<file path="src/windowed_min_max_mean_unit_defines.svh">
// ----------------------------------------------------------------------------
// windowed min/max/mean unit assertion macros
// concurrent checks that compile away when SYNTHESIS is defined
// ----------------------------------------------------------------------------
`ifndef WINDOWED_MIN_MAX_MEAN_UNIT_DEFINES_SVH
`define WINDOWED_MIN_MAX_MEAN_UNIT_DEFINES_SVH

`ifndef SYNTHESIS

// same-cycle implication
`define WMM_ASSERT_IMPLIES(label, clk, rst, ante, cons) \
  label: assert property (@(posedge clk) disable iff (rst) (ante) |-> (cons)) \
    else $error("wmm: same-cycle check failed");

// next-cycle implication
`define WMM_ASSERT_NEXT(label, clk, rst, ante, cons) \
  label: assert property (@(posedge clk) disable iff (rst) (ante) |=> (cons)) \
    else $error("wmm: next-cycle check failed");

`else

`define WMM_ASSERT_IMPLIES(label, clk, rst, ante, cons)
`define WMM_ASSERT_NEXT(label, clk, rst, ante, cons)

`endif

`endif

</file>
<file path="src/wmm_pkg.sv">
// ----------------------------------------------------------------------------
// wmm_pkg
// widths and constants shared by the windowed min/max/mean unit
// ----------------------------------------------------------------------------
package wmm_pkg;

  localparam int DATA_W      = 32;
  localparam int SUM_W       = 48;
  localparam int LEN_W       = 16;
  localparam int DIV_STEPS   = SUM_W;
  localparam int DIV_CNT_W   = $clog2(DIV_STEPS);

  // longest window honored, longer settings are clamped to it
  localparam int MAX_WINDOW  = 65535;

  localparam logic [LEN_W-1:0] SHORT_WINDOW = 16'd10;
  localparam logic [LEN_W-1:0] WINDOW_RESET = 16'd16;
  localparam logic [LEN_W-1:0] COUNT_SAT    = 16'hFFFF;

  localparam logic signed [DATA_W-1:0] INT_MIN = 32'sh8000_0000;
  localparam logic signed [DATA_W-1:0] INT_MAX = 32'sh7FFF_FFFF;

endpackage

</file>
<file path="src/wmm_div.sv">
// ----------------------------------------------------------------------------
// wmm_div
// restoring divider, one quotient bit per cycle, signed sum by unsigned count,
// quotient truncated toward zero
// ----------------------------------------------------------------------------
`include "windowed_min_max_mean_unit_defines.svh"

module wmm_div (
  input  logic                                   clk,
  input  logic                                   rst,
  input  logic                                   start,
  input  logic signed [wmm_pkg::SUM_W-1:0]       dividend,
  input  logic        [wmm_pkg::LEN_W-1:0]       divisor,
  output logic                                   done,
  output logic signed [wmm_pkg::DATA_W-1:0]      quotient
);

  logic                               busy;
  logic                               fix;
  logic [wmm_pkg::DIV_CNT_W-1:0]      cnt;
  logic                               neg;
  logic [wmm_pkg::LEN_W-1:0]          dvs;
  logic [wmm_pkg::LEN_W-1:0]          rem;
  logic [wmm_pkg::SUM_W-1:0]          quo;

  logic [wmm_pkg::LEN_W:0]            trial;
  logic [wmm_pkg::LEN_W:0]            diff;
  logic                               ge;
  logic [wmm_pkg::SUM_W-1:0]          mag;

  assign mag   = dividend[wmm_pkg::SUM_W-1] ? (-dividend) : dividend;
  assign trial = {rem, quo[wmm_pkg::SUM_W-1]};
  assign ge    = trial >= {1'b0, dvs};
  assign diff  = trial - {1'b0, dvs};

  always_ff @(posedge clk) begin
    if (rst) begin
      busy <= 1'b0;
      fix  <= 1'b0;
      done <= 1'b0;
      cnt  <= '0;
    end else begin
      done <= 1'b0;
      if (start) begin
        busy <= 1'b1;
        cnt  <= '0;
        neg  <= dividend[wmm_pkg::SUM_W-1];
        dvs  <= divisor;
        rem  <= '0;
        quo  <= mag;
      end else if (busy) begin
        rem <= ge ? diff[wmm_pkg::LEN_W-1:0] : trial[wmm_pkg::LEN_W-1:0];
        quo <= {quo[wmm_pkg::SUM_W-2:0], ge};
        cnt <= cnt + 1'b1;
        if (cnt == wmm_pkg::DIV_CNT_W'(wmm_pkg::DIV_STEPS - 1)) begin
          busy <= 1'b0;
          fix  <= 1'b1;
        end
      end else if (fix) begin
        // magnitude is at most 2^31, so a 32-bit negate is exact
        quotient <= neg ? (-quo[wmm_pkg::DATA_W-1:0]) : quo[wmm_pkg::DATA_W-1:0];
        done     <= 1'b1;
        fix      <= 1'b0;
      end
    end
  end

  `WMM_ASSERT_IMPLIES(a_no_restart, clk, rst, start, !busy && !fix)
  `WMM_ASSERT_IMPLIES(a_done_after_fix, clk, rst, done, $past(fix))
  `WMM_ASSERT_IMPLIES(a_cnt_range, clk, rst, busy,
                      cnt <= wmm_pkg::DIV_CNT_W'(wmm_pkg::DIV_STEPS - 1))

endmodule

</file>
<file path="src/windowed_min_max_mean_unit.sv">
// ----------------------------------------------------------------------------
// windowed_min_max_mean_unit
// running min, max and truncated mean over windows of signed 32-bit samples
// ----------------------------------------------------------------------------
// Each accepted sample produces one result item. A sample that does not close
// a window, or closes one of fewer than ten samples, is accepted and then its
// result is loaded into the output register. A sample that closes a window of
// ten or more runs the bit-serial divider: 48 steps plus a sign fix. The result
// register lets a new sample be accepted while the previous result still waits
// on out_ready. The user must write window_length through cfg_we/cfg_data only
// while no item is in flight; the block does not enforce this. Zero acts as one.
`include "windowed_min_max_mean_unit_defines.svh"

module windowed_min_max_mean_unit (
  input  logic                                  clk,
  input  logic                                  rst,
  input  logic                                  cfg_we,
  input  logic        [wmm_pkg::LEN_W-1:0]      cfg_data,
  input  logic                                  in_valid,
  output logic                                  in_ready,
  input  logic signed [wmm_pkg::DATA_W-1:0]     sample,
  output logic                                  out_valid,
  input  logic                                  out_ready,
  output logic signed [wmm_pkg::DATA_W-1:0]     average,
  output logic signed [wmm_pkg::DATA_W-1:0]     minimum,
  output logic signed [wmm_pkg::DATA_W-1:0]     maximum,
  output logic                                  average_valid,
  output logic                                  window_done,
  output logic        [wmm_pkg::LEN_W-1:0]      samples_in_window
);

  typedef enum logic [1:0] {
    S_IDLE,
    S_DIV,
    S_FIN
  } state_t;

  state_t                               state;
  logic [wmm_pkg::LEN_W-1:0]            window_length;
  logic signed [wmm_pkg::SUM_W-1:0]     running_sum;
  logic [wmm_pkg::LEN_W-1:0]            window_count;
  logic signed [wmm_pkg::DATA_W-1:0]    pending_max;
  logic signed [wmm_pkg::DATA_W-1:0]    pending_min;
  logic signed [wmm_pkg::DATA_W-1:0]    latched_average;
  logic signed [wmm_pkg::DATA_W-1:0]    latched_min;
  logic signed [wmm_pkg::DATA_W-1:0]    latched_max;
  logic                                 valid_flag;
  logic                                 done_flag;

  logic [wmm_pkg::LEN_W-1:0]            eff_len;
  logic signed [wmm_pkg::SUM_W-1:0]     sum_next;
  logic [wmm_pkg::LEN_W-1:0]            count_next;
  logic signed [wmm_pkg::DATA_W-1:0]    max_next;
  logic signed [wmm_pkg::DATA_W-1:0]    min_next;
  logic                                 close;
  logic                                 accept;
  logic                                 div_start;
  logic                                 div_done;
  logic signed [wmm_pkg::DATA_W-1:0]    div_quotient;

  assign in_ready = (state == S_IDLE);
  assign accept   = in_valid && in_ready;

  always_comb begin
    if (32'(window_length) > wmm_pkg::MAX_WINDOW) begin
      eff_len = wmm_pkg::LEN_W'(wmm_pkg::MAX_WINDOW);
    end else begin
      eff_len = window_length;
    end
  end

  assign sum_next   = running_sum + {{(wmm_pkg::SUM_W-wmm_pkg::DATA_W){sample[wmm_pkg::DATA_W-1]}},
                                     sample};
  // count saturates rather than wrapping
  assign count_next = (window_count != wmm_pkg::COUNT_SAT) ? window_count + 1'b1 : window_count;
  assign max_next   = (sample > pending_max) ? sample : pending_max;
  assign min_next   = (sample < pending_min) ? sample : pending_min;
  assign close      = count_next >= eff_len;
  assign div_start  = accept && close && (count_next >= wmm_pkg::SHORT_WINDOW);

  wmm_div u_div (
    .clk      (clk),
    .rst      (rst),
    .start    (div_start),
    .dividend (sum_next),
    .divisor  (count_next),
    .done     (div_done),
    .quotient (div_quotient)
  );

  always_ff @(posedge clk) begin
    if (rst) begin
      state           <= S_IDLE;
      window_length   <= wmm_pkg::WINDOW_RESET;
      running_sum     <= '0;
      window_count    <= '0;
      pending_max     <= wmm_pkg::INT_MIN;
      pending_min     <= wmm_pkg::INT_MAX;
      latched_average <= '0;
      latched_min     <= wmm_pkg::INT_MAX;
      latched_max     <= wmm_pkg::INT_MIN;
      valid_flag      <= 1'b0;
      done_flag       <= 1'b0;
      out_valid       <= 1'b0;
    end else begin
      if (cfg_we) begin
        window_length <= cfg_data;
      end
      // s_fin reloads the result register itself
      if (out_valid && out_ready && state != S_FIN) begin
        out_valid <= 1'b0;
      end

      case (state)
        S_IDLE: begin
          if (accept) begin
            if (close) begin
              latched_min  <= min_next;
              latched_max  <= max_next;
              pending_max  <= wmm_pkg::INT_MIN;
              pending_min  <= wmm_pkg::INT_MAX;
              running_sum  <= '0;
              window_count <= '0;
              valid_flag   <= 1'b1;
              done_flag    <= 1'b1;
              if (div_start) begin
                state <= S_DIV;
              end else begin
                latched_average <= '0;
                state           <= S_FIN;
              end
            end else begin
              running_sum  <= sum_next;
              window_count <= count_next;
              pending_max  <= max_next;
              pending_min  <= min_next;
              done_flag    <= 1'b0;
              state        <= S_FIN;
            end
          end
        end

        S_DIV: begin
          if (div_done) begin
            latched_average <= div_quotient;
            state           <= S_FIN;
          end
        end

        S_FIN: begin
          // result register free or being emptied this cycle
          if (!out_valid || out_ready) begin
            average           <= latched_average;
            minimum           <= latched_min;
            maximum           <= latched_max;
            average_valid     <= valid_flag;
            window_done       <= done_flag;
            samples_in_window <= window_count;
            out_valid         <= 1'b1;
            state             <= S_IDLE;
          end
        end

        default: begin
          state <= S_IDLE;
        end
      endcase
    end
  end

  `WMM_ASSERT_IMPLIES(a_div_window_clear, clk, rst, state == S_DIV,
                      window_count == '0 && running_sum == '0)
  `WMM_ASSERT_NEXT(a_valid_sticky, clk, rst, valid_flag, valid_flag)
  `WMM_ASSERT_IMPLIES(a_done_result, clk, rst, out_valid && window_done,
                      average_valid && samples_in_window == '0)
  `WMM_ASSERT_IMPLIES(a_div_done_state, clk, rst, div_done, state == S_DIV)

endmodule

</file>
<file path="config.mk">
export PLATFORM = sky130hd
export DESIGN_NAME = windowed_min_max_mean_unit
export DESIGN_NICKNAME = d
export VERILOG_FILES = /design/src/wmm_pkg.sv /design/src/wmm_div.sv /design/src/windowed_min_max_mean_unit.sv
export VERILOG_INCLUDE_DIRS = /design/src /design/src/src
export SDC_FILE = /design/constraint.sdc
export NUM_CORES = 1
export LEC_CHECK = 0
export BUFFER_PORTS_ARGS = -buffer_cell sky130_fd_sc_hd__buf_2
export CAP_MARGIN = 20
export CORE_ASPECT_RATIO = 0.6
export CORE_MARGIN = 2
export CORE_UTILIZATION = 35
export CTS_CLUSTER_DIAMETER = 150
export DETAILED_ROUTE_END_ITERATION = 8
export PLACE_DENSITY_LB_ADDON = 0.1
export SLEW_MARGIN = 5
export SYNTH_ARGS = -nofsm -noshare
export SYNTH_HDL_FRONTEND = slang
export SYNTH_SLANG_ARGS = --single-unit
</file>
<file path="constraint.sdc">
create_clock -name clk -period 36.2 [get_ports clk]
set_input_delay 10.86 -clock clk [delete_from_list [all_inputs] [get_ports clk]]
set_output_delay 10.86 -clock clk [all_outputs]
set_load 0.01 [all_outputs]
</file>
# == Word-level counts from Yosys, hierarchy flattened ==
# Index checks and enable logic that the tools add are counted.
# totals
register_bits,481
inputBits,53
output_inout_bits,116
wordCells,107
# classes
n_addsub,6
order_cmp,5
eq_ne,11
mux,34
n_bitwise,3
n_reduce_logical,21
# ops
cell,n
$mux W32,9
$mux W48,4
$mux W16,4
$pmux W32 S2,1
$add A48 B48 Y48,1
$neg A48 Y48,1
$gt A32 B32 Y1,1
$lt A32 B32 Y1,1
$neg A32 Y32,1
$ge A17 B16 Y1,1
$add A16 B1 Y16 const B,1
$ge A16 B16 Y1,1
$ge A16 B4 Y1 const B,1
$ne A16 B16 Y1 const B,1
$sub A16 B16 Y16,1
$mux W1,10
$mux W2,5
$reduce_and A3 Y1,3
$ne A2 B2 Y1 const B,4
$reduce_and A2 Y1,4
$add A6 B1 Y6 const B,1
$eq A6 B6 Y1 const B,1
$ne A2 B1 Y1 const B,3
$pmux W2 S3,1
other kinds (12),19

# == Logic depth before layout (Yosys ltp) ==
# Gate-level depths: netlist of run 1.
# logic_depth
word_depth,9
ltp_mapped,22
depth_no_buf,18

# == Modules after synthesis ==
# A second synthesis of run 1 with hierarchy kept.
# unflattened
hier_cells,2581
hier_area_um2,25241.7
# by_module_without_submodules
module,instances,cells_each,area_each_um2,seq_area_each_um2
windowed_min_max_mean_unit,1,1916,18300.1,8328.0
wmm_div,1,665,6941.7,3573.4

# == Least setup slack after synthesis of run 1 ==
# OpenSTA, ideal clock, no wires.
# synth_timing
path_kind,input to register
from,in rst
to,"reg average[0] in the netlist's numbering, enable pin"
arrival_time_ns,19.176
slack_ns,16.297
cell_stages,4
n_path_buf,3
path_cell_list,clkbuf_1 > clkbuf_1 > clkbuf_1 > nor3_1
# synth_between
elab_chain_len,2
# synth_lines
element,line,text
start: declaration,windowed_min_max_mean_unit.sv:16,"input logic rst,"
$not A1 Y1 (no source line),--,
$reduce_and A3 Y1 (no source line),--,
end signal: assignment,windowed_min_max_mean_unit.sv:153,average <= latched_average;
end: declaration,windowed_min_max_mean_unit.sv:24,"output logic signed [wmm_pkg::DATA_W-1:0] average,"
# No other way between the ends.
# A chain may end at the register's enable or synchronous reset.

# == Final worst setup path of run 1 ==
# layout_timing
from,in sample[2] in the netlist's numbering
to,"reg u_div.quo[46] in the netlist's numbering, data pin"
# layout_between
elab_chain_len,4
# layout_lines
element,line,text
start: declaration,windowed_min_max_mean_unit.sv:21,"input logic signed [wmm_pkg::DATA_W-1:0] sample,"
$add A48 B48 Y48 (*),windowed_min_max_mean_unit.sv:72,"assign sum_next = running_sum + {{(wmm_pkg::SUM_W-wmm_pkg::DATA_W){sample[wmm_pkg::DATA_W-1]}},"
$neg A48 Y48,wmm_div.sv:31,assign mag = dividend[wmm_pkg::SUM_W-1] ? (-dividend) : dividend;
$mux W48 (*),wmm_div.sv:31,
$mux W48 (*),wmm_div.sv:44,if (start) begin
end signal: assignment,wmm_div.sv:50,quo <= mag;
end signal: assignment,wmm_div.sv:53,"quo <= {quo[wmm_pkg::SUM_W-2:0], ge};"
end: declaration,wmm_div.sv:24,logic [wmm_pkg::SUM_W-1:0] quo;
# Mark *: on every way between the ends. The rest lies on a longest branch, timed or not.

==> flow_summary.toml, run 1 <==
[run_status]
outcome = "finished, final reports clean"

[sta]
slew_violations = 0
setup_viol = 0
period_share_pct = 41.9
fmax_mhz = 65.9
tightest_slew_ns = 1.15
fin_crit_ns = 15.18
fin_setup_tns_ns = 0
fin_skew_ns = 0.0412
slew_headroom_pct = 22.1
hold_viol_final = 0
rsz0062_at_grt = "false"

[clock_network]
cts_root_buf = "clkbuf_16"
cts_tree = "done"
cts_sinks = 481
clock_latency_ns = 0.61
max-clock-path-buffers = 3
postCtsSetupRepairBufs = 0
post_cts_resized = 0
cts_buffers = 50
clk_pin_slew_ns = 0.06
h-tree-depth = 2
hold_buffers = 0

[cells_and_area]
n_antenna_cell = 0
seq_area_sq_um = 11900
final_nets = 2967
final_common_cell = "a21oi_1"
multiInputGateArea_sq_um = 12200
syn_to_final_growth_pct = 14.1
final_cell_mix = "a21oi_1 (260), dfxtp_1 (254), nand2_1 (227), edfxtp_1 (227), nor2_1 (221)"
fillers = 7101
final_cell_count_no_fill = 3780
drive_gt1_share_pct = 11.1

[floorplanning]
die_area_sq_um = 74100
fp-row-count = 76
start_util_pct = 35.2
die_h_um = 212
core_area_sq_um = 71400
io_pins = 169
die_w_um = 350

[power_and_ir_drop]
p_int_mw = 1.01
leakagePower_nw = 11.2
power_frac_comb_pct = 20.1
peakVddDrop_mv = 0.0286
swShare_pct = 29.6
clkPwrFrac_pct = 38.4
seq_power_share_pct = 41.5
power.density_nw_per_um2 = 49.9
switchingPower_mw = 0.424

[setup_path]
worst-r2r-cell-count = 18
cp.required_ns = 36.55
crit_path_end_kind = "flop"
cp_top_family = "simple AND/OR/NAND/NOR gates"
slowest_stage = "nor4b_1"
slowest_delay_ns = 0.79
regToRegSetupSlack_ns = 30.39
cp_num_buf_inv = 1
arrival_ns = 15.53
worstPathCellList = "buf_2, ha_1, nor2b_1, o211a_1, o21ai_0, nand3_1, or4_1, a32oi_1, and4_1, nor4b_1, nand4_1, mux2i_1, a221o_1"
r2r-start = "window_count[1]"
start_kind = "input pin"
criticalPathCategory = "input pin to flop"
worstPathMaxFanout = 7
r2r_end = "u_div.quo[29]"

[global_route]
grt_pass1_vias = 19217
antenna_found_initial = 0
overflow = 0
grtUsageTotal_pct = 19.7
grt_max_degree = 98
grt_first_pass_wirelength_um = 114000

[worst_hold_path]
hp-class = "flop to flop"
hp-start = "latched_average[14]"
min_path_cells = 0
min_to = "average[14]"

[placement]
dp_hpwl_um = 52800
io_buffers = 168
gp_congestion = 0.884
place_inst = 3686

[routing]
route.detailed.drc = 0
viasPerCell = 5.36
num_vias = 20260
dr.pass1.iters = 6
ant_nets = 0
wl_per_cell_um = 19.4
drt_iter0_drc = 1571
detail_route.wirelength_um = 73400

[synthesis]
seq_area_frac_synth_pct = 47.3
synth_warnings = 0
ys_seq_elements = 481
synthArstFlopShare_pct = 0
syn_inst = 2667
synth_fp_nets = 2868
synth-edff-count = 227
netlist_area_sq_um = 25100
synth.avg_cell_area_sq_um = 9.43
yosys_most_used_dff = "dfxtp_1"
yosysUniqueCellTypes = 76

[flow_run]
cap_violations = 0
## cell families (layout without fill, tap and decap cells)
group / count (synthesis) / count (layout) / synth area share (%)
AO/OA/AOI/OAI: 688 / 688 / 17.2
buffers and inverters: 290 / 428 / 4.49
multiplexers: 67 / 67 / 2.68
AND/OR/NAND/NOR: 863 / 863 / 16.3
adder cells (fa/ha/maj): 148 / 148 / 7.42
XOR/XNOR: 130 / 130 / 4.53
flip-flops: 481 / 481 / 47.3
## power groups by stage
stage,Sequential [mW],Combinational [mW],Clock [mW]
floorplan,0.606,0.197,0
global placement,0.606,0.283,0
detailed placement,0.606,0.283,0
CTS,0.594,0.285,0.567
global route,0.596,0.318,0.588
finish,0.595,0.287,0.550
## synth_stat cells, types with 5 or more instances
| library cell | number | area share (%) |
|---|---|---|
| clkbuf_1 | 133 | 2.0 |
| nand3_1 | 121 | 2.4 |
| and4_1 | 15 | 0.52 |
| mux2i_1 | 64 | 2.5 |
| a41oi_1 | 8 | 0.28 |
| or2_2 | 5 | 0.12 |
| or3_1 | 15 | 0.37 |
| o211ai_1 | 47 | 1.4 |
| nor3_1 | 95 | 1.9 |
| nor4b_1 | 5 | 0.17 |
| inv_1 | 140 | 2.1 |
| and2_1 | 7 | 0.17 |
| o31ai_1 | 21 | 0.63 |
| nor2_1 | 225 | 3.4 |
| buf_2 | 5 | 0.099 |
| nand2_1 | 227 | 3.4 |
| o21ai_1 | 6 | 0.12 |
| a21oi_1 | 261 | 5.2 |
| ha_1 | 146 | 7.3 |
| nand4_1 | 35 | 0.87 |
| a211oi_1 | 44 | 1.3 |
| o31a_1 | 5 | 0.17 |
| o21ai_0 | 111 | 2.2 |
| a21boi_0 | 6 | 0.18 |
| nor4_1 | 14 | 0.35 |
| or4_1 | 13 | 0.39 |
| and3_1 | 16 | 0.40 |
| o21a_1 | 23 | 0.69 |
| a31oi_1 | 19 | 0.47 |
| buf_1 | 6 | 0.090 |
| a22o_1 | 32 | 1.1 |
| nand2b_1 | 45 | 1.1 |
| edfxtp_1 | 227 | 27 |
| o22ai_1 | 7 | 0.17 |
| a21o_1 | 45 | 1.3 |
| xor2_1 | 36 | 1.3 |
| dfxtp_1 | 254 | 20 |
| nor2b_1 | 13 | 0.32 |
| xnor2_1 | 94 | 3.3 |
## flip-flops by register name, indices dropped and copies added (netlist names), 16 cells and up
register,cells
pending_min,32
latched_min,32
u_div.rem,16
running_sum,48
average,32
u_div.quo,48
maximum,32
latched_average,32
samples_in_window,16
pending_max,32
eff_len,16
minimum,32
u_div.quotient,32
window_count,16
latched_max,32
u_div.dvs,16
## how the worst max path moves through the flow
stage | from | end | slack, ns | cells past startpoint
after floorplan | rst | average[0] | 16.30 | 4
after global placement | sample[0] | u_div.quo[38] | 20.60 | 14
after detailed placement | sample[20] | u_div.quo[41] | 20.54 | 13
after CTS | sample[20] | u_div.quo[39] | 21.15 | 13
after global routing | sample[3] | u_div.quo[46] | 20.93 | 14
final | sample[2] | u_div.quo[46] | 21.02 | 13
## stage by stage
| stage | util, % | power, mW | hold slack [ns] | worst slack, ns | area, sq um |
|---|---|---|---|---|---|
| 6_report | 40.2 | 1.43 | 0.424 | 21.02 | 28700 |
| 5_1_grt | 40.2 | 1.50 | 0.431 | 20.93 | 28700 |
| 4_1_cts | 40.1 | 1.45 | 0.418 | 21.15 | 28700 |
| 3_5_place_dp | 37.7 | 0.890 | 0.414 | 20.54 | 26900 |
| 3_3_place_gp | 37.7 | 0.889 | 0.415 | 20.60 | 26900 |
| 2_1_floorplan | - | 0.803 | 0.406 | 16.30 | 25100 |
## per-layer routing
metal / vias to the layer above / share of wire [%] / wire length (um) / global-route usage, %
met5: - / 0 / 0 / 0
met4: 0 / 1.3 / 934 / 3.57
met3: 73 / 5.8 / 4260 / 3.01
met2: 502 / 40 / 29600 / 27.9
met1: 9797 / 53 / 38600 / 31.3
li1: 9888 / - / - / -
## worst reg2reg max path: cells and delay by family (launching register included)
family,cells,cell delay (ns)
AO/OA/AOI/OAI,5,1.26
XOR/XNOR,1,0.20
adder cells (fa/ha/maj),2,0.57
buffers and inverters,2,1.10
flip-flops,1,0.48
AND/OR/NAND/NOR,8,1.75
## layout make-up
| cell class | count | area share (%) |
|---|---|---|
| Timing Repair Buffer | 197 | 3.77 |
| Tap cell | 975 | 4.25 |
| Clock inverter | 25 | 1.06 |
| Clock buffer | 66 | 5.00 |
| Inverter | 140 | 1.83 |
| Sequential cell | 481 | 41.5 |
| Multi-Input combinational cell | 1896 | 42.6 |
Power figures use the tool's default switching activity.
==> inputs of run 2 (changes only) <==
==> constraint.sdc (replaced) <==
create_clock -name clk -period 15 [get_ports clk]
set_input_delay 4.5 -clock clk [delete_from_list [all_inputs] [get_ports clk]]
set_output_delay 4.5 -clock clk [all_outputs]
set_load 0.01 [all_outputs]
==> flow_summary.toml, run 2 (synthesis gave the netlist of run 1 again) <==
[sta]
fin_crit_ns = 8.74
fin_setup_tns_ns = 0
fin_skew_ns = 0.0235
slew_headroom_pct = 26.2
slew_violations = 0
tightest_slew_ns = 1.09
setup_viol = 0
fmax_mhz = 114
hold_viol_final = 0
period_share_pct = 58.3
rsz0062_at_grt = "false"

[routing]
drt_iter0_drc = 1610
viasPerCell = 5.36
num_vias = 20252
route.detailed.drc = 0
dr.pass1.iters = 5
ant_nets = 0
wl_per_cell_um = 19.6
detail_route.wirelength_um = 74000

[cells_and_area]
largestRegisters = "running_sum x48, u_div.quo x48"
final_common_cell = "a21oi_1"
syn_to_final_growth_pct = 14.0
final_nets = 2967
drive_gt1_share_pct = 11.0
final_cell_mix = "a21oi_1 (260), dfxtp_1 (254), nand2_1 (227), edfxtp_1 (227), nor2_1 (221)"
n_antenna_cell = 0

[clock_network]
cts_buffers = 49
max-clock-path-buffers = 3
hold_buffers = 0
postCtsSetupRepairBufs = 0
cts_sinks = 481
clock_latency_ns = 0.60
h-tree-depth = 2
cts_tree = "done"
cts_root_buf = "clkbuf_16"
post_cts_resized = 0
clk_pin_slew_ns = 0.07

[global_route]
grt_max_degree = 98
overflow = 0
antenna_found_initial = 0
grt_pass1_vias = 19333
grt_first_pass_wirelength_um = 115000
grtUsageTotal_pct = 19.8

[floorplanning]
die_h_um = 212
die_area_sq_um = 74100
io_pins = 169
core_area_sq_um = 71400
die_w_um = 350
fp-row-count = 76
start_util_pct = 35.2

[setup_path]
cp-endpoint = "u_div.quo[46]"
arrival_ns = 9.10
r2r_end = "u_div.quo[30]"
criticalPathCategory = "input pin to flop"
crit_path_end_kind = "flop"
worst-r2r-cell-count = 18
r2r-start = "window_count[1]"
cp.required_ns = 15.36
startpoint = "sample[31]"
worstPathMaxFanout = 23
start_kind = "input pin"
regToRegSetupSlack_ns = 9.14

[placement]
io_buffers = 168
gp_congestion = 0.884
dp_hpwl_um = 53000

[flow_run]
cap_violations = 0

[run_status]
outcome = "finished, final reports clean"

[worst_hold_path]
hp-class = "flop to flop"

[power_and_ir_drop]
leakagePower_nw = 11.2
peakVddDrop_mv = 0.0753
power_mw = 3.43
power.density_nw_per_um2 = 120
==> run 2: cell types whose count changed in the layout (fill, tap and decap cells not counted) <==
cell,before,now
buf_16,0,1
clkbuf_1,7,12
clkbuf_16,53,51
clkbuf_8,6,4
clkinv_1,3,2
clkinv_2,8,7
clkinv_8,1,2
clkinvlp_4,3,4
inv_6,2,0
inv_8,0,1
==> run 2: stage by stage <==
step | instance area [sq um] | cells | setup slack, ns | utilization (%) | hold WS, ns
after global placement | 26900 | 3686 | 5.76 | 37.7 | 0.415
after detailed placement | 26900 | 3686 | 5.70 | 37.7 | 0.415
after global routing | 28700 | 3781 | 6.14 | 40.1 | 0.418
after CTS | 28600 | 3777 | 6.35 | 40.1 | 0.413
after floorplan | 25100 | 2667 | 1.46 | - | 0.406
final | 28700 | 3781 | 6.26 | 40.1 | 0.425
==> run 2: worst min-delay path by stage <==
stage                   startpoint              endpoint  slack, ns  cells past startpoint
2_1_floorplan      window_count[8]  samples_in_window[8]       0.41                      0
3_5_place_dp       latched_max[12]           maximum[12]       0.42                      0
4_1_cts        latched_average[14]           average[14]       0.41                      0
6_report       latched_average[14]           average[14]       0.43                      0
3_3_place_gp       latched_min[16]           minimum[16]       0.41                      0
5_1_grt        latched_average[14]           average[14]       0.42                      0
==> run 2: metal layers <==
layer | up-vias | part of all wire, % | global-route usage, %
met5 | - | 0 | 0
met1 | 9836 | 53 | 31.4
li1 | 9892 | - | -
met2 | 455 | 40 | 27.9
met4 | 0 | 1.3 | 3.79
met3 | 69 | 5.7 | 3.34
==> run 2: critical path, cell delays in order <==
cell	delay, ns
buf_2	0.61
ha_1	0.49
nand4_1	0.24
nor4_1	0.67
a32oi_1	0.19
nand3_1	0.15
a31oi_1	0.07
xnor2_1	0.26
or3_1	0.44
nor4b_1	0.82
nand4_1	0.22
mux2i_1	0.17
a221o_1	0.25
==> run 2: power breakdown <==
group / leakage, nW / internal (mW) / total [mW] / switching (mW)
registers: 4.05 / 1.41 / 1.43 / 0.0234
clock network: 0.815 / 0.752 / 1.30 / 0.549
logic: 6.31 / 0.243 / 0.695 / 0.452
total: 11.2 / 2.41 / 3.43 / 1.02
==> run 2: cell type report <==
cell class | count | area (sq um)
fillers | 7156 | 42700
multi-input cells | 1896 | 12200
flip-flops and latches | 481 | 11900
clock buffers | 67 | 1380
well taps | 975 | 1220
repair buffers | 198 | 1110
inverters | 140 | 526
clock inverters | 24 | 314
